`src/sv/cc20_pkg.sv`:
```
// Shared types, constants and round functions for the ChaCha20 byte cipher.
`timescale 1ns / 1ps
`default_nettype none

package cc20_pkg;

  localparam int NUM_KEY_WORDS = 8;
  localparam int CFG_INDEX_W   = 3;
  localparam int ROUNDS        = 20;

  typedef logic [15:0][31:0] block_t;
  typedef logic [NUM_KEY_WORDS-1:0][31:0] key_t;

  localparam logic [31:0] SIGMA0 = 32'h61707865;
  localparam logic [31:0] SIGMA1 = 32'h3320646e;
  localparam logic [31:0] SIGMA2 = 32'h79622d32;
  localparam logic [31:0] SIGMA3 = 32'h6b206574;

  // Built-in key, word 0 in the lowest slot.
  localparam key_t KEY_RESET = {
    32'd2227873595, 32'd1779033703, 32'd3144134277, 32'd1701995116,
    32'd1623235827, 32'd360467071,  32'd3111729054, 32'd1397769043
  };

  // One queued byte together with everything needed to build its block.
  typedef struct packed {
    logic [7:0]  data;
    logic [5:0]  offset;
    logic        new_block;
    logic [63:0] counter;
    logic [63:0] nonce;
  } item_t;

  typedef struct packed {
    logic busy;
    logic done;
  } core_stat_t;

  typedef enum logic [1:0] {
    CORE_IDLE,
    CORE_ROUND,
    CORE_ADD
  } core_state_t;

  function automatic logic [127:0] quarter(input logic [31:0] a_in, input logic [31:0] b_in,
                                           input logic [31:0] c_in, input logic [31:0] d_in);
    logic [31:0] a;
    logic [31:0] b;
    logic [31:0] c;
    logic [31:0] d;
    a = a_in;
    b = b_in;
    c = c_in;
    d = d_in;
    a = a + b; d = d ^ a; d = {d[15:0], d[31:16]};
    c = c + d; b = b ^ c; b = {b[19:0], b[31:20]};
    a = a + b; d = d ^ a; d = {d[23:0], d[31:24]};
    c = c + d; b = b ^ c; b = {b[24:0], b[31:25]};
    return {a, b, c, d};
  endfunction

  // A column round when diag is low, a diagonal round when it is high.
  function automatic block_t chacha_round(input block_t w, input logic diag);
    block_t       r;
    logic [3:0]   ia;
    logic [3:0]   ib;
    logic [3:0]   ic;
    logic [3:0]   id;
    logic [127:0] q;
    r = w;
    for (int i = 0; i < 4; i++) begin
      ia = 4'(i);
      ib = diag ? 4'(4 + ((i + 1) & 3))  : 4'(4 + i);
      ic = diag ? 4'(8 + ((i + 2) & 3))  : 4'(8 + i);
      id = diag ? 4'(12 + ((i + 3) & 3)) : 4'(12 + i);
      q = quarter(w[ia], w[ib], w[ic], w[id]);
      r[ia] = q[127:96];
      r[ib] = q[95:64];
      r[ic] = q[63:32];
      r[id] = q[31:0];
    end
    return r;
  endfunction

endpackage

`default_nettype wire

```
`src/sv/cc20_core.sv`:
```
// Block function: one round per cycle over a shared round unit, then feed-forward.
`timescale 1ns / 1ps
`default_nettype none

module cc20_core (
  input  wire logic            clk,
  input  wire logic            rst,
  input  wire logic            start,
  input  wire logic [63:0]     counter,
  input  wire logic [63:0]     nonce,
  input  wire cc20_pkg::key_t  key,
  output cc20_pkg::core_stat_t stat,
  output cc20_pkg::block_t     block
);

  cc20_pkg::core_state_t state;
  cc20_pkg::core_state_t state_next;
  logic [4:0]            rnd;
  cc20_pkg::block_t      init;
  cc20_pkg::block_t      work;
  cc20_pkg::block_t      load;
  cc20_pkg::block_t      ff_sum;

  always_comb begin
    load = {nonce[63:32], nonce[31:0], counter[63:32], counter[31:0], key,
            cc20_pkg::SIGMA3, cc20_pkg::SIGMA2, cc20_pkg::SIGMA1, cc20_pkg::SIGMA0};
    for (int i = 0; i < 16; i++) begin
      ff_sum[i] = work[i] + init[i];
    end
  end

  always_comb begin
    state_next = state;
    stat.busy  = (state != cc20_pkg::CORE_IDLE);
    stat.done  = 1'b0;
    case (state)
      cc20_pkg::CORE_IDLE: begin
        if (start) begin
          state_next = cc20_pkg::CORE_ROUND;
        end
      end
      cc20_pkg::CORE_ROUND: begin
        if (rnd == 5'(cc20_pkg::ROUNDS - 1)) begin
          state_next = cc20_pkg::CORE_ADD;
        end
      end
      cc20_pkg::CORE_ADD: begin
        stat.done  = 1'b1;
        state_next = cc20_pkg::CORE_IDLE;
      end
      default: begin
        state_next = cc20_pkg::CORE_IDLE;
      end
    endcase
  end

  always_ff @(posedge clk) begin
    if (rst) begin
      state <= cc20_pkg::CORE_IDLE;
    end else begin
      state <= state_next;
    end
  end

  // Working words double as the finished keystream block once the add is done.
  always_ff @(posedge clk) begin
    case (state)
      cc20_pkg::CORE_IDLE: begin
        if (start) begin
          init <= load;
          work <= load;
          rnd  <= 5'd0;
        end
      end
      cc20_pkg::CORE_ROUND: begin
        work <= cc20_pkg::chacha_round(work, rnd[0]);
        rnd  <= rnd + 5'd1;
      end
      cc20_pkg::CORE_ADD: begin
        work <= ff_sum;
      end
      default: begin
      end
    endcase
  end

  assign block = work;

endmodule

`default_nettype wire

```
`src/sv/cc20_back.sv`:
```
// Back end: launches block computations, XORs keystream bytes, holds the result register.
`timescale 1ns / 1ps
`default_nettype none

module cc20_back (
  input  wire logic             clk,
  input  wire logic             rst,
  input  wire cc20_pkg::item_t  head,
  input  wire logic             head_valid,
  output logic                  pop,
  input  wire cc20_pkg::key_t   key,
  output logic                  result_valid,
  input  wire logic             result_stall,
  output logic [7:0]            result_byte
);

  cc20_pkg::core_stat_t stat;
  cc20_pkg::block_t     block;
  logic                 fresh;
  logic                 start;
  logic                 out_free;
  logic [31:0]          ks_word;
  logic [7:0]           ks_byte;

  // A byte that opens a block waits until that block has been computed for it.
  assign start    = head_valid && head.new_block && !fresh && !stat.busy;
  assign out_free = !result_valid || !result_stall;
  assign pop      = head_valid && (!head.new_block || fresh) && out_free;

  assign ks_word = block[head.offset[5:2]];
  assign ks_byte = 8'(ks_word >> {head.offset[1:0], 3'b000});

  cc20_core u_core (
    .clk     (clk),
    .rst     (rst),
    .start   (start),
    .counter (head.counter),
    .nonce   (head.nonce),
    .key     (key),
    .stat    (stat),
    .block   (block)
  );

  always_ff @(posedge clk) begin
    if (rst) begin
      fresh        <= 1'b0;
      result_valid <= 1'b0;
    end else begin
      if (pop) begin
        fresh <= 1'b0;
      end else if (stat.done) begin
        fresh <= 1'b1;
      end
      if (pop) begin
        result_valid <= 1'b1;
      end else if (!result_stall) begin
        result_valid <= 1'b0;
      end
    end
  end

  always_ff @(posedge clk) begin
    if (pop) begin
      result_byte <= head.data ^ ks_byte;
    end
  end

endmodule

`default_nettype wire

```
`config.mk`:
```
export PLATFORM = sky130hd
export DESIGN_NAME = cc20_back
export DESIGN_NICKNAME = d
export VERILOG_FILES = /design/src/sv/cc20_pkg.sv /design/src/sv/cc20_core.sv /design/src/sv/cc20_back.sv
export SDC_FILE = /design/constraint.sdc
export NUM_CORES = 2
export LEC_CHECK = 0
export ABC_AREA = 1
export BUFFER_PORTS_ARGS = -buffer_cell sky130_fd_sc_hd__buf_2
export CORE_ASPECT_RATIO = 2
export CORE_MARGIN = 1
export CORE_UTILIZATION = 35
export DETAILED_ROUTE_END_ITERATION = 10
export MAX_ROUTING_LAYER = met4
export SLEW_MARGIN = 15
export SYNTH_ARGS = -nofsm -noshare
export SYNTH_HDL_FRONTEND = slang
export SYNTH_SLANG_ARGS = --single-unit
```
`constraint.sdc`:
```
create_clock -name clk -period 51.3 [get_ports clk]
set_input_delay 10.26 -clock clk [delete_from_list [all_inputs] [get_ports clk]]
set_output_delay 10.26 -clock clk [all_outputs]
set_load 0.05 [all_outputs]
```
==> metrics, run 1 <==
TritonCTS Buffers=97; status=aborted with a tool error; num rows=279; synth top area cells=edfxtp_1, nand2_1, ha_1; share of synthesized registers carrying an async set or reset=0%; I/O pin total=413; Mapped Cells=14800; Seq/Total Area, Yosys=26.9%; Post-Syn Area=0.102 mm2; port buffer count=412; Distinct cells, synth=78; post-synth top area cell=edfxtp_1; first-pass GRT wire length=1630000 um; cts hold-fix bufs=0; ys flop type=edfxtp_1; dpl hpwl=786000 um; clock root cell=clkbuf_16; Error=[ERROR GRT-0116] Global routing finished with congestion. Check the congestion regions in the DRC Viewer.; Mapped Nets=16100; yosys warns=0; largest net degree at the start of global routing=169; Congestion Overflow GR=5076; EDFF count, synth=909; H-tree lvl count=3; post-synthesis register bit count=913; post-cts sizing count=0; Die Height=764 um; share of the synthesized area in the top cell type=26.8%; syn avg cell area=6.86 um2; Die W=383 um; CTS sink cnt=913; CTS Buffer Depth=3; Total GRT Usage=79.5%; halt point of the flow=5_1_grt; RePlAce Congestion=1.30; vias in the first global route=151000; Post-CTS Setup Inserts=0; Initial Util=35.2%
[routing by layer]
metal | GRT usage (%) | GRT overflow
met3 | 57.1 | 123
met5 | - | -
met4 | 83.1 | 1133
met2 | 99.9 | 3759
met1 | 75.2 | 61
[synth_stat cells (22+ instances only)]
master / number
nor4_1: 36
buf_2: 46
a41oi_1: 102
nand3b_1: 68
fa_1: 28
o21bai_1: 63
xnor2_1: 162
o21a_1: 64
o31ai_1: 29
a211oi_1: 64
a21oi_1: 1500
and2_1: 25
a221oi_1: 51
o22ai_1: 64
or2_2: 174
nor3_1: 141
o21ai_1: 56
ha_1: 869
edfxtp_1: 909
o21ai_2: 22
nand3_1: 916
o211ai_1: 54
a21boi_1: 26
o21ai_0: 1399
nand2_1: 3512
a21o_1: 44
a21boi_0: 28
o221ai_1: 51
nor2_1: 1075
nand4_1: 104
a31oi_1: 140
clkbuf_1: 341
buf_1: 52
xor2_1: 510
nand2_2: 53
inv_1: 1794
[kinds of logic after synthesis]
logic type	synth area share, %
AOI/OAI and AO/OA	21.7
and+or+nand+nor	25.6
DFF	26.9
muxes	0.0197
buffers and inverters	8.38
xor gates and xnor gates	6.11
adders and majority gates	11.2
[stage by stage]
step / setup WS (ps) / cell area, um2 / hold WS, ps / utilization, % / instances
2_1_floorplan: 18340 / 102000 / 467 / - / 14800
3_3_place_gp: 29350 / 111000 / 473 / 38.5 / 19000
3_5_place_dp: 29340 / 111000 / 477 / 38.5 / 19000
4_1_cts: 29340 / 114000 / 486 / 39.6 / 19200
==> run 2, diff against run 1 <==
Settings changed: CORE_ASPECT_RATIO 2 to unset, CORE_UTILIZATION 35 to 20, MAX_ROUTING_LAYER met4 to unset, PLACE_DENSITY_LB_ADDON set to 0.15.
==> run 2 against run 1 <==
Area after synthesis unchanged. Synthesized cell count unchanged. The flow now finishes, with violations (capacitance limit).
==> metrics, run 2 <==
cts hold-fix bufs=0; first-pass GRT wire length=1080000 um; Initial Util=20.1%; largest net degree at the start of global routing=139; vias in the first global route=106000; CP Launch Type=input pin; worst-path fanout max=10; # nets final=16600; post-synthesis register bit count=913; fraction of layout instances using a drive strength above 1=9.70%; Final ANT Viol Nets=0; Placed Area=0.114 mm2; Final Core Density=23.6%; Tcrit/Tclk final=42.7%; failing checks=capacitance limit; hold path startpoint=result_valid; DR WL/cell=38.7 um; Die W=715 um; Final Hold Viols=0; Seq/Total Area, Yosys=26.9%; H-tree lvl count=4; most frequent cells in the layout=nand2_1, inv_1, a21oi_1, o21ai_0, nor2_1; DR vias=117000; Setup Skew=112 ps; Mapped Nets=16100; final instance area=0.119 mm2; synth top area cells=edfxtp_1, nand2_1, ha_1; dpl hpwl=745000 um; fmax=0.0457 GHz; DRT iter0 DRCs=16800; share of synthesized registers carrying an async set or reset=0%; EDFF count, synth=909; Post-Syn Area=0.102 mm2; RSZ-0062 raised after global routing=no; R2R Path Start=u_core.rnd[0]; Critical path origin=head[128]; CTS sink cnt=913; Pre-Repair DR Iteration Count=7; Rel. slew slack=0.231%; Pins Over Slew Limit=0; drt total wl=858000 um; initial antenna violation count=179; # DRC=0; Die Height=715 um; Slew @ Worst Pin=1480 ps; Distinct cells, synth=78; num rows=261; status=finished, violations left; core area=0.506 mm2; max cap viols=1; post-synth top area cell=edfxtp_1; clk slew on worst S/H paths=60 ps; Vias/cell=5.27; Area growth, synth to finish=17.2%; Final min period=21900 ps; Mapped Cells=14800; Worst Path Required=41040 ps; Fillers=57100; worst hold path type=flop to flop; Total GRT Usage=32.3%; CP arrival=11640 ps; Post-CTS Setup Inserts=0; TritonCTS Buffers=146; worst hold slack=493 ps; commonest cells in the netlist=nand2_1, inv_1, a21oi_1; die area=0.511 mm2; CTS tree=built; port buffer count=412; top-count cell post-synth=nand2_1; clock root cell=clkbuf_16; Clock Latency Late Sink=950 ps; post-cts sizing count=0; RePlAce Congestion=1.08; I/O pin total=413; ys flop type=edfxtp_1; setup TNS=0 ps; CTS Buffer Depth=4; max reg flops=512; share of the synthesized area in the top cell type=26.8%; most common cell after layout, fill and taps aside=nand2_1; Setup-failing EPs final=0; Congestion Overflow GR=0; Worst setup EP type=primary output; Worst Setup Path Type=input pin to primary output; yosys warns=0; syn avg cell area=6.86 um2
run 2: layout make-up:
| type | instances | area (um2) | area share (%) |
|---|---|---|---|
| tap | 6706 | 8390 | 7.04 |
| clock inverter | 72 | 654 | 0.549 |
| timing repair buffer | 790 | 4990 | 4.19 |
| clock buffer | 184 | 3880 | 3.26 |
| multi-input combinational | 11700 | 66900 | 56.1 |
| antenna | 76 | 190 | 0.160 |
| inverter | 1809 | 6830 | 5.73 |
| sequential | 913 | 27400 | 23.0 |
run 2: kinds of logic (layout without fill, tap and decap cells):
| kind of cell | Yosys count | after routing | synth area share, % |
|---|---|---|---|
| simple gates | 6171 | 6171 | 25.6 |
| compound gates | 3891 | 3891 | 21.7 |
| buf+inv | 2251 | 2855 | 8.38 |
| flops | 913 | 913 | 26.9 |
| fa+ha+maj | 897 | 897 | 11.2 |
| xor+xnor | 691 | 691 | 6.11 |
| mux | 2 | 2 | 0.0197 |
| other cells | 0 | 76 | 0 |
run 2: critical path: stages:
cell     delay, ps
buf_2          110
nand2_1         70
nand2_1         80
a21oi_2        710
buf_2          410
run 2: metrics by stage:
step	instances	setup WS, ps
6_report	22200	29400
3_3_place_gp	21900	29270
3_5_place_dp	21900	29310
4_1_cts	22100	29300
5_1_grt	22100	29300
2_1_floorplan	14800	18340
run 2: worst paths after layout:
path,endpoint,slack [ps],depth (start not counted)
setup reg to reg,u_core.block[159],33080,73
hold reg to reg,result_valid,490,2
hold / removal,result_valid,490,2
setup / recovery,pop,29400,5
run 2: per-layer routing:
layer	GRT usage [%]	share of wire, %	routed length, um
met5	0	0.038	328
met4	22.2	8.3	71700
met1	42.7	42	365000
met3	6.17	8.2	70000
met2	47.2	41	352000
Power of run 2 is not shown: default switching activity piles up to over one toggle a cycle in this logic, so the estimate is an artifact.
