==> src/sv/cc20_pkg.sv <==
// Shared types, constants and round functions for the ChaCha20 byte cipher.
`timescale 1ns / 1ps
`default_nettype none

package cc20_pkg;

  localparam int NUM_KEY_WORDS = 8;
  localparam int CFG_INDEX_W   = 3;
  localparam int ROUNDS        = 20;

  typedef logic [15:0][31:0] block_t;
  typedef logic [NUM_KEY_WORDS-1:0][31:0] key_t;

  localparam logic [31:0] SIGMA0 = 32'h61707865;
  localparam logic [31:0] SIGMA1 = 32'h3320646e;
  localparam logic [31:0] SIGMA2 = 32'h79622d32;
  localparam logic [31:0] SIGMA3 = 32'h6b206574;

  // Built-in key, word 0 in the lowest slot.
  localparam key_t KEY_RESET = {
    32'd2227873595, 32'd1779033703, 32'd3144134277, 32'd1701995116,
    32'd1623235827, 32'd360467071,  32'd3111729054, 32'd1397769043
  };

  // One queued byte together with everything needed to build its block.
  typedef struct packed {
    logic [7:0]  data;
    logic [5:0]  offset;
    logic        new_block;
    logic [63:0] counter;
    logic [63:0] nonce;
  } item_t;

  typedef struct packed {
    logic busy;
    logic done;
  } core_stat_t;

  typedef enum logic [1:0] {
    CORE_IDLE,
    CORE_ROUND,
    CORE_ADD
  } core_state_t;

  function automatic logic [127:0] quarter(input logic [31:0] a_in, input logic [31:0] b_in,
                                           input logic [31:0] c_in, input logic [31:0] d_in);
    logic [31:0] a;
    logic [31:0] b;
    logic [31:0] c;
    logic [31:0] d;
    a = a_in;
    b = b_in;
    c = c_in;
    d = d_in;
    a = a + b; d = d ^ a; d = {d[15:0], d[31:16]};
    c = c + d; b = b ^ c; b = {b[19:0], b[31:20]};
    a = a + b; d = d ^ a; d = {d[23:0], d[31:24]};
    c = c + d; b = b ^ c; b = {b[24:0], b[31:25]};
    return {a, b, c, d};
  endfunction

  // A column round when diag is low, a diagonal round when it is high.
  function automatic block_t chacha_round(input block_t w, input logic diag);
    block_t       r;
    logic [3:0]   ia;
    logic [3:0]   ib;
    logic [3:0]   ic;
    logic [3:0]   id;
    logic [127:0] q;
    r = w;
    for (int i = 0; i < 4; i++) begin
      ia = 4'(i);
      ib = diag ? 4'(4 + ((i + 1) & 3))  : 4'(4 + i);
      ic = diag ? 4'(8 + ((i + 2) & 3))  : 4'(8 + i);
      id = diag ? 4'(12 + ((i + 3) & 3)) : 4'(12 + i);
      q = quarter(w[ia], w[ib], w[ic], w[id]);
      r[ia] = q[127:96];
      r[ib] = q[95:64];
      r[ic] = q[63:32];
      r[id] = q[31:0];
    end
    return r;
  endfunction

endpackage

`default_nettype wire

==> src/sv/cc20_fifo.sv <==
// Short queue of tagged bytes between the front end and the back end.
`timescale 1ns / 1ps
`default_nettype none

module cc20_fifo #(
  parameter int DEPTH = 4
) (
  input  wire logic             clk,
  input  wire logic             rst,
  input  wire logic             push,
  input  wire cc20_pkg::item_t  push_item,
  input  wire logic             pop,
  output cc20_pkg::item_t       head,
  output logic                  head_valid,
  output logic                  full
);

  localparam int PW = (DEPTH > 1) ? $clog2(DEPTH) : 1;
  localparam int CW = $clog2(DEPTH + 1);

  cc20_pkg::item_t entries [DEPTH];
  logic [PW-1:0]   wr_ptr;
  logic [PW-1:0]   rd_ptr;
  logic [CW-1:0]   count;

  assign head       = entries[rd_ptr];
  assign head_valid = (count != '0);
  assign full       = (count == CW'(DEPTH));

  always_ff @(posedge clk) begin
    if (rst) begin
      wr_ptr <= '0;
      rd_ptr <= '0;
      count  <= '0;
    end else begin
      if (push) begin
        wr_ptr <= (wr_ptr == PW'(DEPTH - 1)) ? '0 : wr_ptr + PW'(1);
      end
      if (pop) begin
        rd_ptr <= (rd_ptr == PW'(DEPTH - 1)) ? '0 : rd_ptr + PW'(1);
      end
      if (push && !pop) begin
        count <= count + CW'(1);
      end else if (pop && !push) begin
        count <= count - CW'(1);
      end
    end
  end

  always_ff @(posedge clk) begin
    if (push) begin
      entries[wr_ptr] <= push_item;
    end
  end

endmodule

`default_nettype wire

==> config.mk <==
export PLATFORM = sky130hd
export DESIGN_NAME = cc20_fifo
export DESIGN_NICKNAME = d
export VERILOG_FILES = /design/src/sv/cc20_pkg.sv /design/src/sv/cc20_fifo.sv
export SDC_FILE = /design/constraint.sdc
export NUM_CORES = 1
export LEC_CHECK = 0
export BUFFER_PORTS_ARGS = -buffer_cell sky130_fd_sc_hd__buf_2
export CORE_MARGIN = 3
export CORE_UTILIZATION = 57
export CTS_CLUSTER_SIZE = 24
export DETAILED_ROUTE_END_ITERATION = 6
export GPL_ROUTABILITY_DRIVEN = 0
export GPL_TIMING_DRIVEN = 0
export PLACE_DENSITY = 0.79
export SLEW_MARGIN = 10
export SYNTH_ARGS = -nofsm -noshare
export SYNTH_HDL_FRONTEND = slang
export SYNTH_SLANG_ARGS = --single-unit
==> constraint.sdc <==
create_clock -name clk -period 6.85 [get_ports clk]
set_input_delay 1.37 -clock clk [delete_from_list [all_inputs] [get_ports clk]]
set_output_delay 1.37 -clock clk [all_outputs]
set_load 0.005 [all_outputs]
* Word level (Yosys, flattened, before mapping) *
Memories as Yosys holds them, arrays and structs flattened. A register that Yosys moved wholly into a read port is not among the register bits.
Index checks and enable logic that the tools add are counted.

storage, ports and cells
  register bits = 7
  bits in writable memories = 572
  output and inout bits = 145
  word-level logic and storage cells = 25
  memories kept = 1

cells by class
  add/sub/neg operators = 4
  eq/ne operators = 3
  multiplexer cells = 8
  reductions and logical operators = 6

memory list
  name     depth  bits a word  read ports  clocked after memory_dff  write ports  line             text
  entries  4      143          1           1                         1            cc20_fifo.sv:21  cc20_pkg::item_t entries [DEPTH];

operator list
  cell                                                                 count
  2-bit 2-to-1 mux                                                     4
  3-bit 2-to-1 mux                                                     2
  2-bit by 1-bit adder with 2-bit output (second input constant)       2
  2-bit equality test (second input constant)                          2
  3-bit by 1-bit adder with 3-bit output (second input constant)       1
  3-bit equality test (second input constant)                          1
  3-bit nonzero test                                                   1
  3-bit by 1-bit subtractor with 3-bit output (second input constant)  1
  1-bit logical AND                                                    2
  1-bit logical NOT                                                    2
  1-bit 2-to-1 mux                                                     2
  2-bit nonzero test                                                   1

* Logic depth before layout (Yosys ltp) *
Gate-level depths: netlist (run 1).

  word-level depth = 4
  gate-level depth with buffers = 7
  mapped depth without buffers = 7

* Worst setup path after synthesis (run 1) *
OpenSTA, ideal clock, no wires.

  kind = input port to flip-flop
  from = in push
  to = mem entries[0][0] (netlist bit), enable pin
  data arrival time = 4637 ps
  path slack = 1694 ps
  stages on the path = 1
  path buffers = 0
  path through = and2_1

on the way
  longest elaborated chain between the ends = 2

ends and longest elaborated chain
  element                                 line             text
  start: declaration                      cc20_fifo.sv:10  input wire logic push,
  1-bit 2-to-1 mux                        cc20_fifo.sv:51  if (push) begin
  1-bit 2-to-1 mux (implied by the code)  cc20_fifo.sv:52  entries[wr_ptr] <= push_item;
  end: declaration                        cc20_fifo.sv:21

Every way passes these cells.

==> impl_metrics.py, run 1 <==
metrics = {
    "run_status": {
        "run_status": "complete, no violations",
    },
    "yosys": {
        "synth_flop_cell": "sky130_fd_sc_hd__edfxtp_1",
        "synth.top_cells.by_count": "sky130_fd_sc_hd__edfxtp_1, sky130_fd_sc_hd__mux4_2, sky130_fd_sc_hd__buf_2",
        "yosys.area_share.simple_pct": 0.375,
        "synth.top_cell.area_share_pct": 81.6,
        "netlist.top_cell.by_area": "sky130_fd_sc_hd__edfxtp_1",
        "synth_top_family_by_area": "multiplexers",
        "netlist_area_um2": 21000,
        "synthCells": 791,
        "synthMostInstantiatedCell": "sky130_fd_sc_hd__edfxtp_1",
        "post_synthesis_area_per_instance_um2": 26.6,
        "netlist_top_cells_area": "sky130_fd_sc_hd__edfxtp_1, sky130_fd_sc_hd__mux4_2, sky130_fd_sc_hd__dfxtp_1",
        "synthesis.nets": 945,
        "yosys_warnings": 0,
        "post_synth_xor_area_fraction_pct": 0.0832,
        "yosys_register_bits": 581,
        "post_synth_edffs": 572,
        "yosys-mux-area-fraction_pct": 15.5,
        "synth_cell_types": 17,
        "synth_compound_gate_area_share_pct": 0.0713,
        "ys_seq_area_share_pct": 82.5,
        "postSynth.asyncResetShare_pct": 0,
        "yosys.area_share.adder_pct": 0.452,
    },
    "drt": {
        "drt.antenna.violating_nets": 0,
        "drc": 0,
        "detail_routed_via_count_per_cell": 5.79,
        "detailedRoute.firstPassIterationCount": 5,
        "routed-via-count": 9588,
        "detail_route.wirelength_mm": 41.0,
        "routed_wire_length_per_instance_um": 24.8,
        "drtIter0Drc": 648,
    },
    "global_routing": {
        "largest_net_degree_at_the_start_of_global_routing": 53,
        "via_count_of_the_first_global_routing_pass": 10200,
        "grt.overflow.total": 0,
        "number_of_antenna_violations_at_the_first_check_in_global_routing": 13,
        "global_route_wire_length_before_repair_mm": 61.4,
        "grt_use_total_pct": 21.1,
    },
    "layout": {
        "final.fill_count": 2098,
        "design.final.nets": 1302,
        "stdcell_area_um2": 25100,
        "areaGrowthSynthToFinish_pct": 19.2,
        "fraction_of_final_layout_cells_with_drive_strength_greater_than_1_pct": 46.0,
    },
    "power_and_ir_drop": {
        "power.density_cell_area_nw_per_um2": 304,
        "power.static_leakage_nw": 8.49,
        "ir_drop_v": 0.000274,
        "fin_total_pwr_mw": 7.64,
    },
    "place": {
        "portBuffers": 291,
        "placed_area_um2": 23300,
        "detailed_placer_s_ending_hpwl_mm": 24.9,
    },
    "floorplan": {
        "die_x_um": 198,
        "core_region_area_um2": 36000,
        "floorplan.die_area_um2": 39300,
        "die_height_um": 198,
        "floorplan.io_pins": 292,
        "rows": 69,
        "starting_utilization_of_the_core_area_pct": 58.5,
    },
    "job": {
        "cap_violations": 0,
    },
    "clocking": {
        "clockBufferDepth": 3,
        "postCtsHoldBufs": 0,
        "clk_latency_ns": 0.58,
        "post_cts_buffers": 0,
        "ctsHtreeMaxLevel": 2,
        "clock_transition_at_the_registers_of_the_reported_paths_ns": 0.06,
        "clock-sinks": 581,
        "postCtsResizedCells": 0,
        "cts_inserted_buffers": 54,
        "tritoncts": "done",
        "cts_root_buffer": "sky130_fd_sc_hd__clkbuf_16",
    },
    "worst_setup_path": {
        "cp_arrival_ns": 2.49,
        "timing_worst_setup_path_type": "reg2out",
        "data_required_time_at_the_worst_endpoint_ns": 5.48,
        "worstPathMaxFanout": 10,
        "critPathCaptureType": "output pin",
        "cp-start-kind": "flop",
    },
    "sta": {
        "rsz0062_at_grt": "no",
        "fin_crit_sh_pct": 56.3,
        "max_slew_margin_pct": 44.0,
        "finalHoldViolations": 0,
        "final-max-slew-violation-count": 0,
        "hold_ws_ns": 0.524,
        "timing.fmax_ghz": 0.259,
        "final-setup-viol-count": 0,
        "fin_worst_skew_ns": 0.0122,
        "tightest_slew_ns": 0.840,
        "finalCriticalPeriod_ns": 3.86,
    },
    "hold_path": {
        "hold_path.class": "reg2reg",
    },
}
[area by class of cell]
type	count	area, um2	share of cell area (%)
sequential	581	17400	69.2
multi-input combinational	174	3480	13.9
timing repair buffer	301	1720	6.84
clock buffer	71	1490	5.94
tap	461	577	2.30
clock inverter	27	228	0.908
buffer	32	208	0.828
inverter	4	15.0	0.0599
antenna	6	15.0	0.0599
[cell usage in the layout (no fill, tap or decap), types with 6 or more instances in the layout]
| cell | instances |
|---|---|
| sky130_fd_sc_hd__mux4_2 | 143 |
| sky130_fd_sc_hd__clkinv_2 | 10 |
| sky130_fd_sc_hd__diode_2 | 6 |
| sky130_fd_sc_hd__edfxtp_1 | 572 |
| sky130_fd_sc_hd__clkbuf_1 | 20 |
| sky130_fd_sc_hd__dfxtp_1 | 9 |
| sky130_fd_sc_hd__buf_16 | 8 |
| sky130_fd_sc_hd__clkbuf_16 | 57 |
| sky130_fd_sc_hd__buf_6 | 9 |
| sky130_fd_sc_hd__ha_1 | 6 |
| sky130_fd_sc_hd__buf_2 | 307 |
| sky130_fd_sc_hd__nor2_1 | 7 |
| sky130_fd_sc_hd__clkinv_1 | 11 |
[worst paths after layout]
kind / depth (start not counted) / to / start / slack [ns]
worst max-delay path: 5 / head[69] / flop / 2.99
worst min register to register: 2 / count[2] / count[2] / 0.52
worst max register to register: 4 / entries[0][87] / wr_ptr[0] / 4.84
worst min-delay path: 2 / count[2] / count[2] / 0.52
[routing by layer]
layer	track usage, %	vias to the layer above	wire length, um
li1	-	4153	-
met1	27.6	4990	15500
met2	34.3	351	20900
met3	7.27	78	3650
met4	5.92	16	905
met5	0	-	84
[metrics by stage]
| stage | utilization, % | setup slack, ns | std cells | TNS [ns] |
|---|---|---|---|---|
| after floorplan | - | 1.69 | 791 | 0 |
| after global placement | 64.1 | -0.957 | 1543 | -527.61 |
| after detailed placement | 64.9 | 3.61 | 1553 | 0 |
| after CTS | 69.6 | 2.91 | 1651 | 0 |
| after global routing | 69.7 | 2.87 | 1655 | 0 |
| final | 69.7 | 2.99 | 1657 | 0 |
[critical path, stage by stage, from the launching register on]
cell	delay (ns)
sky130_fd_sc_hd__dfxtp_1	0.33
sky130_fd_sc_hd__buf_2	0.29
sky130_fd_sc_hd__buf_2	0.38
sky130_fd_sc_hd__buf_2	0.35
sky130_fd_sc_hd__mux4_2	0.38
sky130_fd_sc_hd__buf_2	0.15
[state kept, by name, indices dropped and copies added, names as in the netlist, named ones only]
signal,cells
count,3
entries,572
rd_ptr,2
wr_ptr,2
[power breakdown]
group          switching, mW  leakage [nW]  total, mW  internal [mW]
sequential            0.0385          5.33       4.11           4.07
combinational          0.327          2.32      0.630          0.303
clock                   1.22         0.843       2.89           1.67
[cell families after synthesis]
family,Yosys count
buf+inv,36
xor+xnor,2
flops,581
mux,147
fa+ha+maj,7
compound gates,3
simple gates,15
Power figures use the tool's default switching activity.
==> run 2: changes to the inputs <==
==> constraint.sdc (replaced) <==
create_clock -name clk -period 3.8 [get_ports clk]
set_input_delay 0.76 -clock clk [delete_from_list [all_inputs] [get_ports clk]]
set_output_delay 0.76 -clock clk [all_outputs]
set_load 0.005 [all_outputs]
==> impl_metrics.py, run 2 (synthesis gave the netlist of run 1 again) <==
metrics = {
    "drt": {
        "detailedRoute.firstPassIterationCount": 5,
        "detail_routed_via_count_per_cell": 5.77,
        "drc": 0,
        "routed-via-count": 9597,
        "drt.antenna.violating_nets": 0,
        "detail_route.wirelength_mm": 40.9,
        "drtIter0Drc": 699,
        "routed_wire_length_per_instance_um": 24.6,
    },
    "global_routing": {
        "largest_net_degree_at_the_start_of_global_routing": 55,
        "grt_use_total_pct": 20.9,
        "number_of_antenna_violations_at_the_first_check_in_global_routing": 7,
        "grt.overflow.total": 0,
        "global_route_wire_length_before_repair_mm": 60.9,
        "via_count_of_the_first_global_routing_pass": 10100,
    },
    "layout": {
        "final_common_cell": "sky130_fd_sc_hd__edfxtp_1",
        "stdcell_area_um2": 25100,
        "areaGrowthSynthToFinish_pct": 19.3,
        "area.sequential_um2": 17400,
        "most-common-layout-cells": "sky130_fd_sc_hd__edfxtp_1, sky130_fd_sc_hd__buf_2, sky130_fd_sc_hd__mux4_2",
        "largest_register_ffs": 572,
        "fraction_of_final_layout_cells_with_drive_strength_greater_than_1_pct": 46.1,
        "final.fill_count": 2084,
        "registers.top_by_ff_count": "entries",
        "design.final.nets": 1305,
        "final_cells": 1663,
        "biggestRegsByFlops": "entries x572, count x3",
        "multi_input_area_um2": 3480,
    },
    "worst_setup_path": {
        "setup.reg_to_reg.worst_slack_ns": 1.84,
        "cp_arrival_ns": 2.35,
        "timing.critical_path.cells": "buf_2 -> buf_2 -> buf_2 -> mux4_2 -> buf_2",
        "ff2ff_path_depth": 4,
        "cp-start-kind": "flop",
        "cp_delay_by_family_top": "buffers and inverters",
        "worst_path_max_delay_cell": "sky130_fd_sc_hd__mux4_2",
        "worstPathMaxFanout": 10,
        "path_buf_inv": 4,
        "most_prevalent_standard_cell_on_the_critical_path": "sky130_fd_sc_hd__buf_2",
        "crit-reg2reg-launch": "wr_ptr[0]",
        "data_required_time_at_the_worst_endpoint_ns": 3.04,
        "r2r_end": "entries[3][104]",
        "timing_worst_setup_path_type": "reg2out",
        "critPathCaptureType": "output pin",
        "worst_path_largest_cell_delay_ns": 0.37,
    },
    "floorplan": {
        "starting_utilization_of_the_core_area_pct": 58.5,
        "rows": 69,
        "die_height_um": 198,
        "floorplan.die_area_um2": 39300,
        "floorplan.io_pins": 292,
        "core_region_area_um2": 36000,
        "die_x_um": 198,
    },
    "sta": {
        "max_slew_margin_pct": 54.8,
        "finalHoldViolations": 0,
        "tightest_slew_ns": 0.678,
        "final-max-slew-violation-count": 0,
        "hold_ws_ns": 0.383,
        "fin_worst_skew_ns": 0.0141,
        "rsz0062_at_grt": "no",
        "post-route-worst-setup-slack_ns": 0.690,
        "final-setup-viol-count": 0,
        "fin_crit_sh_pct": 81.8,
        "finalCriticalPeriod_ns": 3.11,
        "timing.fmax_ghz": 0.322,
    },
    "job": {
        "cap_violations": 0,
    },
    "clocking": {
        "cts_root_buffer": "sky130_fd_sc_hd__clkbuf_16",
        "clk_latency_ns": 0.59,
        "ctsHtreeMaxLevel": 2,
        "cts_inserted_buffers": 55,
        "clock_transition_at_the_registers_of_the_reported_paths_ns": 0.06,
        "postCtsResizedCells": 0,
        "post_cts_buffers": 0,
        "postCtsHoldBufs": 0,
        "clock-sinks": 581,
        "clockBufferDepth": 3,
        "tritoncts": "done",
    },
    "power_and_ir_drop": {
        "fin_total_pwr_mw": 13.7,
        "ir_drop_v": 0.000480,
        "power.density_cell_area_nw_per_um2": 544,
        "power.static_leakage_nw": 8.50,
    },
    "place": {
        "detailed_placer_s_ending_hpwl_mm": 25.7,
        "portBuffers": 291,
        "placed_area_um2": 23400,
        "preCtsSetupSlack_ns": 1.22,
        "count_of_placed_standard_cells_including_taps": 1555,
    },
    "hold_path": {
        "hold_path.class": "in2reg",
        "timing.hold.worst_path_depth": 1,
        "min-delay-start": "push_item[64]",
        "hold_end": "entries[1][64]",
    },
    "run_status": {
        "run_status": "complete, no violations",
    },
}
==> run 2: power breakdown <==
part / switching (mW) / internal (mW)
Clock: 2.22 / 2.88
Combinational: 0.593 / 0.553
Sequential: 0.0704 / 7.34
Total: 2.88 / 10.8
==> run 2: how the worst max path moves through the flow <==
stage	startpoint	endpoint	slack, ns	cells after the start
global placement	push	entries[3][86]	-0.64	2
floorplan	push	entries[3][0]	0.84	1
detailed placement	flop	head[102]	1.22	5
global route	flop	head[102]	0.50	5
CTS	flop	head[93]	0.56	5
finish	flop	head[93]	0.69	5
==> run 2: worst register-to-register path, cell delays in order (launching register included) <==
cell                      delay (ns)
sky130_fd_sc_hd__dfxtp_1        0.43
sky130_fd_sc_hd__ha_1           0.21
sky130_fd_sc_hd__and2_4         0.33
sky130_fd_sc_hd__buf_16         0.29
sky130_fd_sc_hd__buf_16         0.29
==> run 2: metrics by stage <==
step / util [%] / TNS [ns]
after floorplan: - / 0
after global placement: 64.1 / -351.55
after detailed placement: 65.0 / 0
after CTS: 69.7 / 0
after global routing: 69.7 / 0
final: 69.8 / 0
==> run 2: final cells by class <==
| type | instances | share of cell area (%) |
|---|---|---|
| clock inverters | 32 | 0.887 |
| plain buffers | 32 | 0.827 |
| flip-flops and latches | 581 | 69.1 |
| repair buffers | 303 | 7.05 |
| clock buffers | 70 | 5.87 |
| multi-input cells | 174 | 13.8 |
| diodes | 6 | 0.0598 |
| well taps | 461 | 2.30 |
| inverters | 4 | 0.0598 |
==> run 2: metal layers <==
metal	share of wire [%]	global-route usage [%]	wire, um
met3	9.1	6.67	3720
met5	0.17	0	69
met1	38	27.8	15700
met4	1.5	4.74	621
met2	51	34.7	20700
