### src/sv/cc20_pkg.sv
// Shared types, constants and round functions for the ChaCha20 byte cipher.
`timescale 1ns / 1ps
`default_nettype none

package cc20_pkg;

  localparam int NUM_KEY_WORDS = 8;
  localparam int CFG_INDEX_W   = 3;
  localparam int ROUNDS        = 20;

  typedef logic [15:0][31:0] block_t;
  typedef logic [NUM_KEY_WORDS-1:0][31:0] key_t;

  localparam logic [31:0] SIGMA0 = 32'h61707865;
  localparam logic [31:0] SIGMA1 = 32'h3320646e;
  localparam logic [31:0] SIGMA2 = 32'h79622d32;
  localparam logic [31:0] SIGMA3 = 32'h6b206574;

  // Built-in key, word 0 in the lowest slot.
  localparam key_t KEY_RESET = {
    32'd2227873595, 32'd1779033703, 32'd3144134277, 32'd1701995116,
    32'd1623235827, 32'd360467071,  32'd3111729054, 32'd1397769043
  };

  // One queued byte together with everything needed to build its block.
  typedef struct packed {
    logic [7:0]  data;
    logic [5:0]  offset;
    logic        new_block;
    logic [63:0] counter;
    logic [63:0] nonce;
  } item_t;

  typedef struct packed {
    logic busy;
    logic done;
  } core_stat_t;

  typedef enum logic [1:0] {
    CORE_IDLE,
    CORE_ROUND,
    CORE_ADD
  } core_state_t;

  function automatic logic [127:0] quarter(input logic [31:0] a_in, input logic [31:0] b_in,
                                           input logic [31:0] c_in, input logic [31:0] d_in);
    logic [31:0] a;
    logic [31:0] b;
    logic [31:0] c;
    logic [31:0] d;
    a = a_in;
    b = b_in;
    c = c_in;
    d = d_in;
    a = a + b; d = d ^ a; d = {d[15:0], d[31:16]};
    c = c + d; b = b ^ c; b = {b[19:0], b[31:20]};
    a = a + b; d = d ^ a; d = {d[23:0], d[31:24]};
    c = c + d; b = b ^ c; b = {b[24:0], b[31:25]};
    return {a, b, c, d};
  endfunction

  // A column round when diag is low, a diagonal round when it is high.
  function automatic block_t chacha_round(input block_t w, input logic diag);
    block_t       r;
    logic [3:0]   ia;
    logic [3:0]   ib;
    logic [3:0]   ic;
    logic [3:0]   id;
    logic [127:0] q;
    r = w;
    for (int i = 0; i < 4; i++) begin
      ia = 4'(i);
      ib = diag ? 4'(4 + ((i + 1) & 3))  : 4'(4 + i);
      ic = diag ? 4'(8 + ((i + 2) & 3))  : 4'(8 + i);
      id = diag ? 4'(12 + ((i + 3) & 3)) : 4'(12 + i);
      q = quarter(w[ia], w[ib], w[ic], w[id]);
      r[ia] = q[127:96];
      r[ib] = q[95:64];
      r[ic] = q[63:32];
      r[id] = q[31:0];
    end
    return r;
  endfunction

endpackage

`default_nettype wire

### src/sv/cc20_front.sv
// Front end: accepts bytes, tracks offset, counter and nonce, tags block starts.
`timescale 1ns / 1ps
`default_nettype none

module cc20_front (
  input  wire logic            clk,
  input  wire logic            rst,
  input  wire logic            data_valid,
  output logic                 data_stall,
  input  wire logic [7:0]      data_byte,
  input  wire logic            start_of_message,
  input  wire logic [63:0]     message_nonce,
  input  wire logic            queue_full,
  output logic                 push,
  output cc20_pkg::item_t      item
);

  logic [5:0]  offset;
  logic [63:0] counter;
  logic [63:0] nonce;

  logic [5:0]  eff_offset;
  logic [63:0] eff_counter;
  logic [63:0] eff_nonce;
  logic        new_block;

  assign data_stall = queue_full;
  assign push       = data_valid && !queue_full;

  always_comb begin
    eff_offset  = start_of_message ? 6'd0 : offset;
    eff_counter = start_of_message ? 64'd0 : counter;
    eff_nonce   = start_of_message ? message_nonce : nonce;
    new_block   = (eff_offset == 6'd0);
    item.data      = data_byte;
    item.offset    = eff_offset;
    item.new_block = new_block;
    item.counter   = eff_counter;
    item.nonce     = eff_nonce;
  end

  always_ff @(posedge clk) begin
    if (rst) begin
      offset  <= 6'd0;
      counter <= 64'd0;
      nonce   <= 64'd0;
    end else if (push) begin
      offset  <= eff_offset + 6'd1;
      counter <= new_block ? eff_counter + 64'd1 : eff_counter;
      nonce   <= eff_nonce;
    end
  end

endmodule

`default_nettype wire

### config.mk
export PLATFORM = sky130hd
export DESIGN_NAME = cc20_front
export DESIGN_NICKNAME = d
export VERILOG_FILES = /design/src/sv/cc20_pkg.sv /design/src/sv/cc20_front.sv
export SDC_FILE = /design/constraint.sdc
export NUM_CORES = 1
export LEC_CHECK = 0
export BUFFER_PORTS_ARGS = -buffer_cell sky130_fd_sc_hd__buf_4
export CORE_ASPECT_RATIO = 0.75
export CORE_MARGIN = 3
export CORE_UTILIZATION = 40
export DETAILED_ROUTE_END_ITERATION = 6
export HOLD_SLACK_MARGIN = 0.05
export PLACE_DENSITY_LB_ADDON = 0.15
export SYNTH_ARGS = -nofsm -noshare
export SYNTH_HDL_FRONTEND = slang
export SYNTH_SLANG_ARGS = --single-unit
### constraint.sdc
create_clock -name clk -period 3.62 [get_ports clk]
set_clock_uncertainty 0.1 [all_clocks]
set_input_delay 0.362 -clock clk [delete_from_list [all_inputs] [get_ports clk]]
set_output_delay 0.362 -clock clk [all_outputs]
set_load 0.01 [all_outputs]
# After elaboration in Yosys (flattened, before gate mapping)
# Cells that the tools add are included.
[op_classes]
add_sub_neg = 2
multipliers = 0
div = 0
n_lt_le_gt_ge = 0
n_eq_ne = 0
n_shift = 0
muxes = 4
n_bitwise = 0
n_reduce_logical = 3
[op_table]
columns = ["cell", "n"]
rows = [
  ["64-bit two-way mux", 3],
  ["64-bit by 1-bit adder with 64-bit output (second input constant)", 1],
  ["6-bit by 1-bit adder with 6-bit output (second input constant)", 1],
  ["6-bit logical NOT", 1],
  ["6-bit two-way mux", 1],
  ["1-bit logical AND", 1],
  ["1-bit logical NOT", 1],
]
[word_totals]
ff_bits = 134
latch_bits = 0
ramBits = 0
romBits = 0
input_bits = 77
wordCells = 12
memories = 0

# Depth between registers and ports, before layout
# Gate-level depths: netlist (run 1).
[logic_depth]
ltp_word = 3
ltp_mapped = 13

# Worst setup path after synthesis (run 1)
# Ideal clock, no wire load.
[synth_timing]
path_kind = "input-to-reg"
from = "input port start_of_message"
to = "register counter[53]"
t_arrival_ns = 3.050
t_required_ns = 3.388
setup_slack_ns = 0.337
stages = 12
n_path_buf = 6
path_cell_list = "clkbuf_1 > buf_2 > buf_2 > clkbuf_1 > clkbuf_1 > nand2b_1 > ha_1 > o21ai_1 > buf_2 > nor4_1 > a31o_2 > a21oi_1"
[synth_between]
elab_chain_len = 3
elab_cells_between_ends = 5
classes_between = "1 x add/sub; 3 x mux; 1 x reduce/logical"
[synth_rtl]
columns = ["item", "line_no", "text"]
rows = [
  ["start: declaration", "cc20_front.sv:11", "input wire logic start_of_message,"],
  ["64-bit two-way mux / 6-bit two-way mux (equally long branches)", "cc20_front.sv:32, cc20_front.sv:31", ""],
  ["64-bit by 1-bit adder with 64-bit output / 6-bit logical NOT (equally long branches)", "cc20_front.sv:49, cc20_front.sv:34", ""],
  ["64-bit two-way mux (*)", "cc20_front.sv:49", "counter <= new_block ? eff_counter + 64'd1 : eff_counter;"],
  ["end signal: assignment", "cc20_front.sv:49", ""],
  ["end: declaration", "cc20_front.sv:19", "logic [63:0] counter;"],
]
# Every way passes the cells marked *; elsewhere a longest branch is shown, timed or not.
# A chain may end at the register's enable or synchronous reset.

# Final worst setup path (run 1)
[layout_timing]
from = "register counter[0]"
to = "register counter[62]"
[layout_between]
elab_chain_len = 3
[layout_rtl]
columns = ["item", "line_no", "text"]
rows = [
  ["64-bit two-way mux", "cc20_front.sv:32", "eff_counter = start_of_message ? 64'd0 : counter;"],
  ["64-bit by 1-bit adder with 64-bit output", "cc20_front.sv:49", ""],
  ["64-bit two-way mux", "cc20_front.sv:49", ""],
]
# No other way between the ends.

==> results of run 1 <==
==> report_power, final <==
part | total, uW | switching (uW) | internal [uW] | leakage, uW
Sequential | 1510 | 12.9 | 1500 | 0.00108
Clock | 1750 | 708 | 1040 | 0.000281
Combinational | 388 | 200 | 189 | 0.00262
==> layout make-up <==
class / count / area (um^2)
Tap cell: 242 / 303
Sequential cell: 134 / 2680
Clock inverter: 13 / 149
Clock buffer: 19 / 443
Multi-Input combinational cell: 743 / 4510
Fill cell: 1771 / 8290
Timing Repair Buffer: 223 / 1700
Inverter: 11 / 41.3
==> cell families after synthesis <==
logic type,count (synthesis)
and+or+nand+nor,479
AOI/OAI and AO/OA,168
DFF,134
buffers and inverters,90
muxes,72
xor gates and xnor gates,21
adders and majority gates,3
==> stage by stage <==
step	hold slack, ps	instances	setup slack [ps]	cell area (um^2)
after CTS	74.8	1385	1000	9840
after detailed placement	345	1353	766	9240
after floorplan	334	967	337	7580
after global placement	341	1353	877	9240
after global routing	79.4	1385	757	9840
final	91.0	1385	980	9840
==> per-layer routing <==
metal	track usage (%)	routed length, um
met5	0	0
met4	6.16	346
met3	5.36	1880
met2	31.7	9930
met1	33.1	11200
==> worst max path at each step <==
stage | cells after the start | to
2_1_floorplan | 12 | counter[53]$_SDFFE_PP0P_
6_report | 7 | counter[62]$_SDFFE_PP0P_
3_3_place_gp | 8 | counter[62]$_SDFFE_PP0P_
4_1_cts | 7 | counter[62]$_SDFFE_PP0P_
3_5_place_dp | 8 | counter[62]$_SDFFE_PP0P_
5_1_grt | 7 | counter[62]$_SDFFE_PP0P_
==> synth_stat cells (all sizes together) (3+ instances only) <==
| cell type | count |
|---|---|
| nor2b | 65 |
| nor3 | 19 |
| and3b | 6 |
| nor2 | 43 |
| nand4 | 41 |
| and2 | 9 |
| nand3 | 33 |
| mux2 | 68 |
| o21ai | 8 |
| ha | 3 |
| a31o | 24 |
| or3 | 4 |
| dfxtp | 134 |
| nand2b | 4 |
| and3 | 14 |
| clkbuf | 49 |
| a21oi | 113 |
| mux2i | 4 |
| buf | 30 |
| inv | 11 |
| and4b | 9 |
| or4 | 4 |
| xor2 | 19 |
| a21o | 3 |
| a211oi | 3 |
| nand2 | 199 |
| a31oi | 3 |
| and4 | 5 |
| nor4 | 19 |
==> flip-flops by register name, indices dropped and copies added (netlist names) <==
name and cells:
counter 64, nonce 64, offset 6
==> worst max-delay path, cell delays in order, from the launching register on <==
cell and delay (ps):
dfxtp_1 390, nor2b_1 200, ha_1 190, and3_1 200, nand4_1 390, nor4_2 680
a31oi_1 150, a41o_1 230
==> impl_results.md, run 1 <==
* Crit start category: register
* Sequential fraction of the synthesis area at 35.4%
* Maximum vdd drop at 280 uV
* Die area at 0.0207 mm^2
* Status: complete, no violations
* Largest net degree at the start of global routing at 133
* CTS tree: yes
* Post-DP HPWL at 16.4 mm
* Worst min path class: in2reg
* Starting Density at 41.8%
* Worst Hold Path EP: nonce[17]$_SDFFE_PP0P_
* Critical Path Source: counter[0]$_SDFFE_PP0P_
* Post-synthesis simple-gate area fraction at 32.7%
* Fin nets at 1,210
* Routed via count at 7,549
* Antenna violations before repair at 0
* PwrDens at 371 mW/mm^2
* H-Tree Depth at 4
* GR Util All Layers at 22.2%
* Antenna-violating nets left at 0
* Synth Register Bits at 134
* Post-synth top area share at 35.4%
* TNS Setup at 0 ps
* Worst-path clk slew at 60 ps
* Starting DRT DRC Count at 631
* Leading area contributor after synthesis: dfxtp_1
* Top cells by area, synth: dfxtp_1 35%, mux2_2 10%, nand2_1 9.9%, a21oi_1 7.5%, nor2b_1 5.4%
* Data required, critical path at 3830 ps
* Row count at 42
* Min Tclk post-route at 2640 ps
* Die width at 165 um
* Synthesized Nets at 1,047
* CTS Buf Count at 17
* Core Util, Final at 54.3%
* Synth warn at 0
* Via density at 5.45
* Final Slew Violations at 0
* Drt first pass iters at 5
* Cts hold-fix bufs at 0
* Antenna Cells at 0
* Arrival time at the worst endpoint at 2850 ps
* XOR/XNOR Fraction of Synth Area at 2.43%
* Aggregate routed wire length at 23.4 mm
* Post-Synth Adder-Cell Area at 0.495%
* Cells after synthesis at 967
* GRT Residual Overflow at 0
* Die Y at 125 um
* Post-synth EDFFs at 0
* Avg Inst Size Synth at 7.84 um^2
* Highest clock rate at 379 MHz
* Num ports at 222
* CP Max Fanout at 6
* Power consumption at 3650 uW
* Core area at 0.0181 mm^2
* Worst-Margin Slew at 843 ps
* Bufs on Longest Clock Path at 2
* Synth unique cells at 51
* R2R depth at 7
* Hold Path Cell Cnt at 3
* Worst rel slew slack at 43.7%
* CTS Sinks at 134
* Post-CTS Resized at 0
* Hold Path Origin: message_nonce[17]
* Max Cap Viol at 0
* Main synth FF type: dfxtp_1
* First-pass GRT wire length at 37.4 mm
* Mux share of post-synthesis cell area at 10.6%
* RSZ-0062 raised after global routing: false
* Most frequent cells in the layout: 220 x buf_4, 198 x nand2_1, 134 x dfxtp_1, 113 x a21oi_1, 68 x mux2_2
* FFs w/ async S/R, synth at 0%
* PortBufs at 205
* Leak at 0.00398 uW
* Vias in the first global route at 7,000
* Final setup violating endpoints at 0
* Number of remaining DRC errors at 0
* CP Class: reg2reg
* Area grow syn2layout at 29.7%
* Post-synthesis compound-gate area fraction at 13.2%
* Worst R2R Setup Slack at 980 ps
* Worst Setup End Kind: register
* WL/cell at 16.9 um
* Post-CTS setup buffer count at 0
* Final Hold Vio Count at 0
* Crit Reg-Reg Startpoint: counter[0]$_SDFFE_PP0P_
* Most common cell after layout, fill and taps aside: buf_4
* Cell Area, Synth at 0.00758 mm^2
* Root Buffer: clkbuf_16
* Share of layout cells above drive strength 1 at 31.2%
* Gpl congestion at 0.919
* Combinational family with the most area after synthesis: simple AND/OR/NAND/NOR gates
* Worst skew pair latency at 420 ps
* Worst r2r dst: counter[62]$_SDFFE_PP0P_
* Final period util at 72.9%
Note: power is estimated with default switching activity, not from simulation.
==> run 2, diff against run 1 <==
--- a/config.mk
+++ b/config.mk
@@ -5,6 +5,7 @@
 export SDC_FILE = /design/constraint.sdc
 export NUM_CORES = 1
 export LEC_CHECK = 0
+export ABC_AREA = 1
 export BUFFER_PORTS_ARGS = -buffer_cell sky130_fd_sc_hd__buf_4
 export CORE_ASPECT_RATIO = 0.75
 export CORE_MARGIN = 3
==> constraint.sdc (replaced) <==
create_clock -name clk -period 2.11 [get_ports clk]
set_clock_uncertainty 0.1 [all_clocks]
set_input_delay 0.211 -clock clk [delete_from_list [all_inputs] [get_ports clk]]
set_output_delay 0.211 -clock clk [all_outputs]
set_load 0.01 [all_outputs]
==> impl_results.md, run 2 <==
* Post-synth EDFFs at 0
* Synth unique cells at 38
* Post-synth top area share at 33.2%
* Cells after synthesis at 1,346
* Routed via count at 9,616
* Maximum vdd drop at 515 uV
* Status: complete, no violations
* Final period util at 97.2%
* WP buf/inv at 3
* Arrival time at the worst endpoint at 2260 ps
* Max Cap Viol at 0
* Cell Area, Synth at 0.00809 mm^2
* Synthesized Nets at 1,426
* Crit path max-delay family: simple AND/OR/NAND/NOR gates
* Top cells by area, synth: dfxtp_1 33%, nand2_1 15%, inv_1 10%, o21ai_0 9.5%, nor2_1 8.7%
* Highest clock rate at 488 MHz
* Antenna-violating nets left at 0
* Sequential fraction of the synthesis area at 33.2%
* WL/cell at 14.1 um
* H-Tree Depth at 4
* Number of remaining DRC errors at 0
* Num ports at 222
* Post-DP HPWL at 19.6 mm
* Most common cell after layout, fill and taps aside: buf_4
* PortBufs at 205
* Worst Setup End Kind: register
* Drt first pass iters at 7
* Share of layout cells above drive strength 1 at 26.9%
* CTS Sinks at 134
* Vias in the first global route at 8,680
* Starting DRT DRC Count at 661
* Placed inst area at 0.0108 mm^2
* Min Tclk post-route at 2050 ps
* GRT Residual Overflow at 0
* Synth Register Bits at 134
* Root Buffer: clkbuf_16
* Main synth FF type: dfxtp_1
* Fin nets at 1,791
* Starting Density at 41.3%
* Critical path, cell by cell: inv_2 -> nor2_4 -> ha_4 -> nand2_2 -> inv_2 -> nand2_2 -> nor2_4 -> nand3_2 -> nor2_4 -> buf_12 -> nand2_8 -> nor2_4 -> nand3_2 -> nand2_1 -> nor2_1
* Die Y at 129 um
* Most frequent cells in the layout: 343 x buf_4, 318 x nand2_1, 211 x inv_1, 172 x nor2_1, 153 x o21ai_0
* Core area at 0.0196 mm^2
* CTS Buf Count at 17
* Count leader, synth: nand2_1
* Worst R2R Setup Slack at 60 ps
* PwrDens at 538 mW/mm^2
* Worst min path class: in2reg
* Avg Inst Size Synth at 6.01 um^2
* Via density at 4.86
* Non-Filler Cell Area, Final at 0.0122 mm^2
* First-pass GRT wire length at 43.3 mm
* FFs w/ async S/R, synth at 0%
* Die area at 0.0220 mm^2
* Worst skew pair latency at 420 ps
* Commonest cells post-synth: 325 x nand2_1, 215 x inv_1, 187 x nor2_1
* Final Hold Vio Count at 0
* Crit start category: register
* Placed insts at 1,875
* Largest net degree at the start of global routing at 96
* Synth warn at 0
* CP Class: reg2reg
* Antenna Cells at 0
* Final setup violating endpoints at 0
* Leak at 0.00560 uW
* CP Max Fanout at 5
* Die width at 170 um
* Slowest stage delay, CP at 330 ps
* CTS tree: yes
* Data required, critical path at 2320 ps
* Critical path's slowest cell: dfxtp_2
* Leading area contributor after synthesis: dfxtp_1
* Bufs on Longest Clock Path at 2
* Final Slew Violations at 0
* Aggregate routed wire length at 28.0 mm
* Area grow syn2layout at 50.8%
* Non-Filler Instances at 1,977
* GR Util All Layers at 24.3%
* Gpl congestion at 0.925
* Worst rel slew slack at 58.6%
* Most frequent CP cell: nor2_4
* Worst-path clk slew at 60 ps
* Worst-Margin Slew at 621 ps
* Antenna violations before repair at 0
* Row count at 44
* Top Registers: counter (64), nonce (64), offset (6)
-- run 2: cell types whose count changed after synthesis, moves of 18 or more --
cell,previous run,this run
a31o_2,24,0
inv_1,11,215
mux2_2,68,0
nand2_1,199,325
nand3_1,33,65
nand4_1,40,12
nor2_1,43,187
nor2b_1,65,0
o21ai_0,7,154
xor2_1,19,1
-- run 2: per-layer routing --
layer / vias to the layer above / share of wire [%] / GRT usage (%)
met4: 0 / 1.2 / 5.82
met5: - / 0 / 0
met2: 314 / 44 / 37.9
met1: 4343 / 48 / 35.4
li1: 4930 / - / -
met3: 29 / 6.2 / 3.63
-- run 2: cell families after synthesis --
group | after synthesis | share of synthesized area [%]
buffers and inverters | 290 | 14.8
AOI/OAI and AO/OA | 271 | 17.1
DFF | 134 | 33.2
adders and majority gates | 3 | 0.464
and+or+nand+nor | 646 | 34.2
xor gates and xnor gates | 2 | 0.217
-- run 2: layout make-up --
cell class              instances  area (um^2)
multi-input cells             922         4340
fillers                      1835         7400
clock buffers                  18          439
well taps                     253          317
inverters                     218          823
flip-flops and latches        134         2690
repair buffers                418         3430
clock inverters                14          164
-- run 2: worst reg2reg max path, stage by stage, from the launching register on --
cell	delay [ps]
dfxtp_2	330
inv_2	40
nor2_4	110
ha_4	160
nand2_2	60
inv_2	50
nand2_2	60
nor2_4	160
nand3_2	120
nor2_4	200
buf_12	150
nand2_8	60
nor2_4	160
nand3_2	80
nand2_1	60
nor2_1	50
-- run 2: metrics by stage --
step	power (uW)	setup TNS, ps	util [%]	hold slack [ps]	setup WS, ps
CTS	6590	-98.0	61.5	150	-39.3
global placement	3430	-1670	55.1	322	-265
floorplan	3080	0	-	189	0.924
global route	6810	-89.2	62.2	170	-52.3
detailed placement	3440	-2200	55.1	322	-274
finish	6560	0	62.2	156	59.8
-- run 2: timing repair --
item,CTS,global route
hold endpoints to repair,69,0
endpoints found under the setup margin,3,39
pin swaps,0,9
gates resized for setup,0,35
hold buffers,65,0
buffers inserted,0,5
-- run 2: path summary, 6_finish.rpt --
| check | start | end | depth (start not counted) |
|---|---|---|---|
| hold / removal | queue_full | offset[2]$_SDFFE_PP0P_ | 5 |
| hold reg to reg | nonce[49]$_SDFFE_PP0P_ | nonce[49]$_SDFFE_PP0P_ | 2 |
| setup / recovery | counter[1]$_SDFFE_PP0P_ | counter[62]$_SDFFE_PP0P_ | 15 |
| setup reg to reg | counter[1]$_SDFFE_PP0P_ | counter[62]$_SDFFE_PP0P_ | 15 |
-- run 2: report_power, final --
part / internal, uW / switching [uW]
logic: 425 / 460
clock network: 1800 / 1250
registers: 2600 / 19.3
total: 4830 / 1730
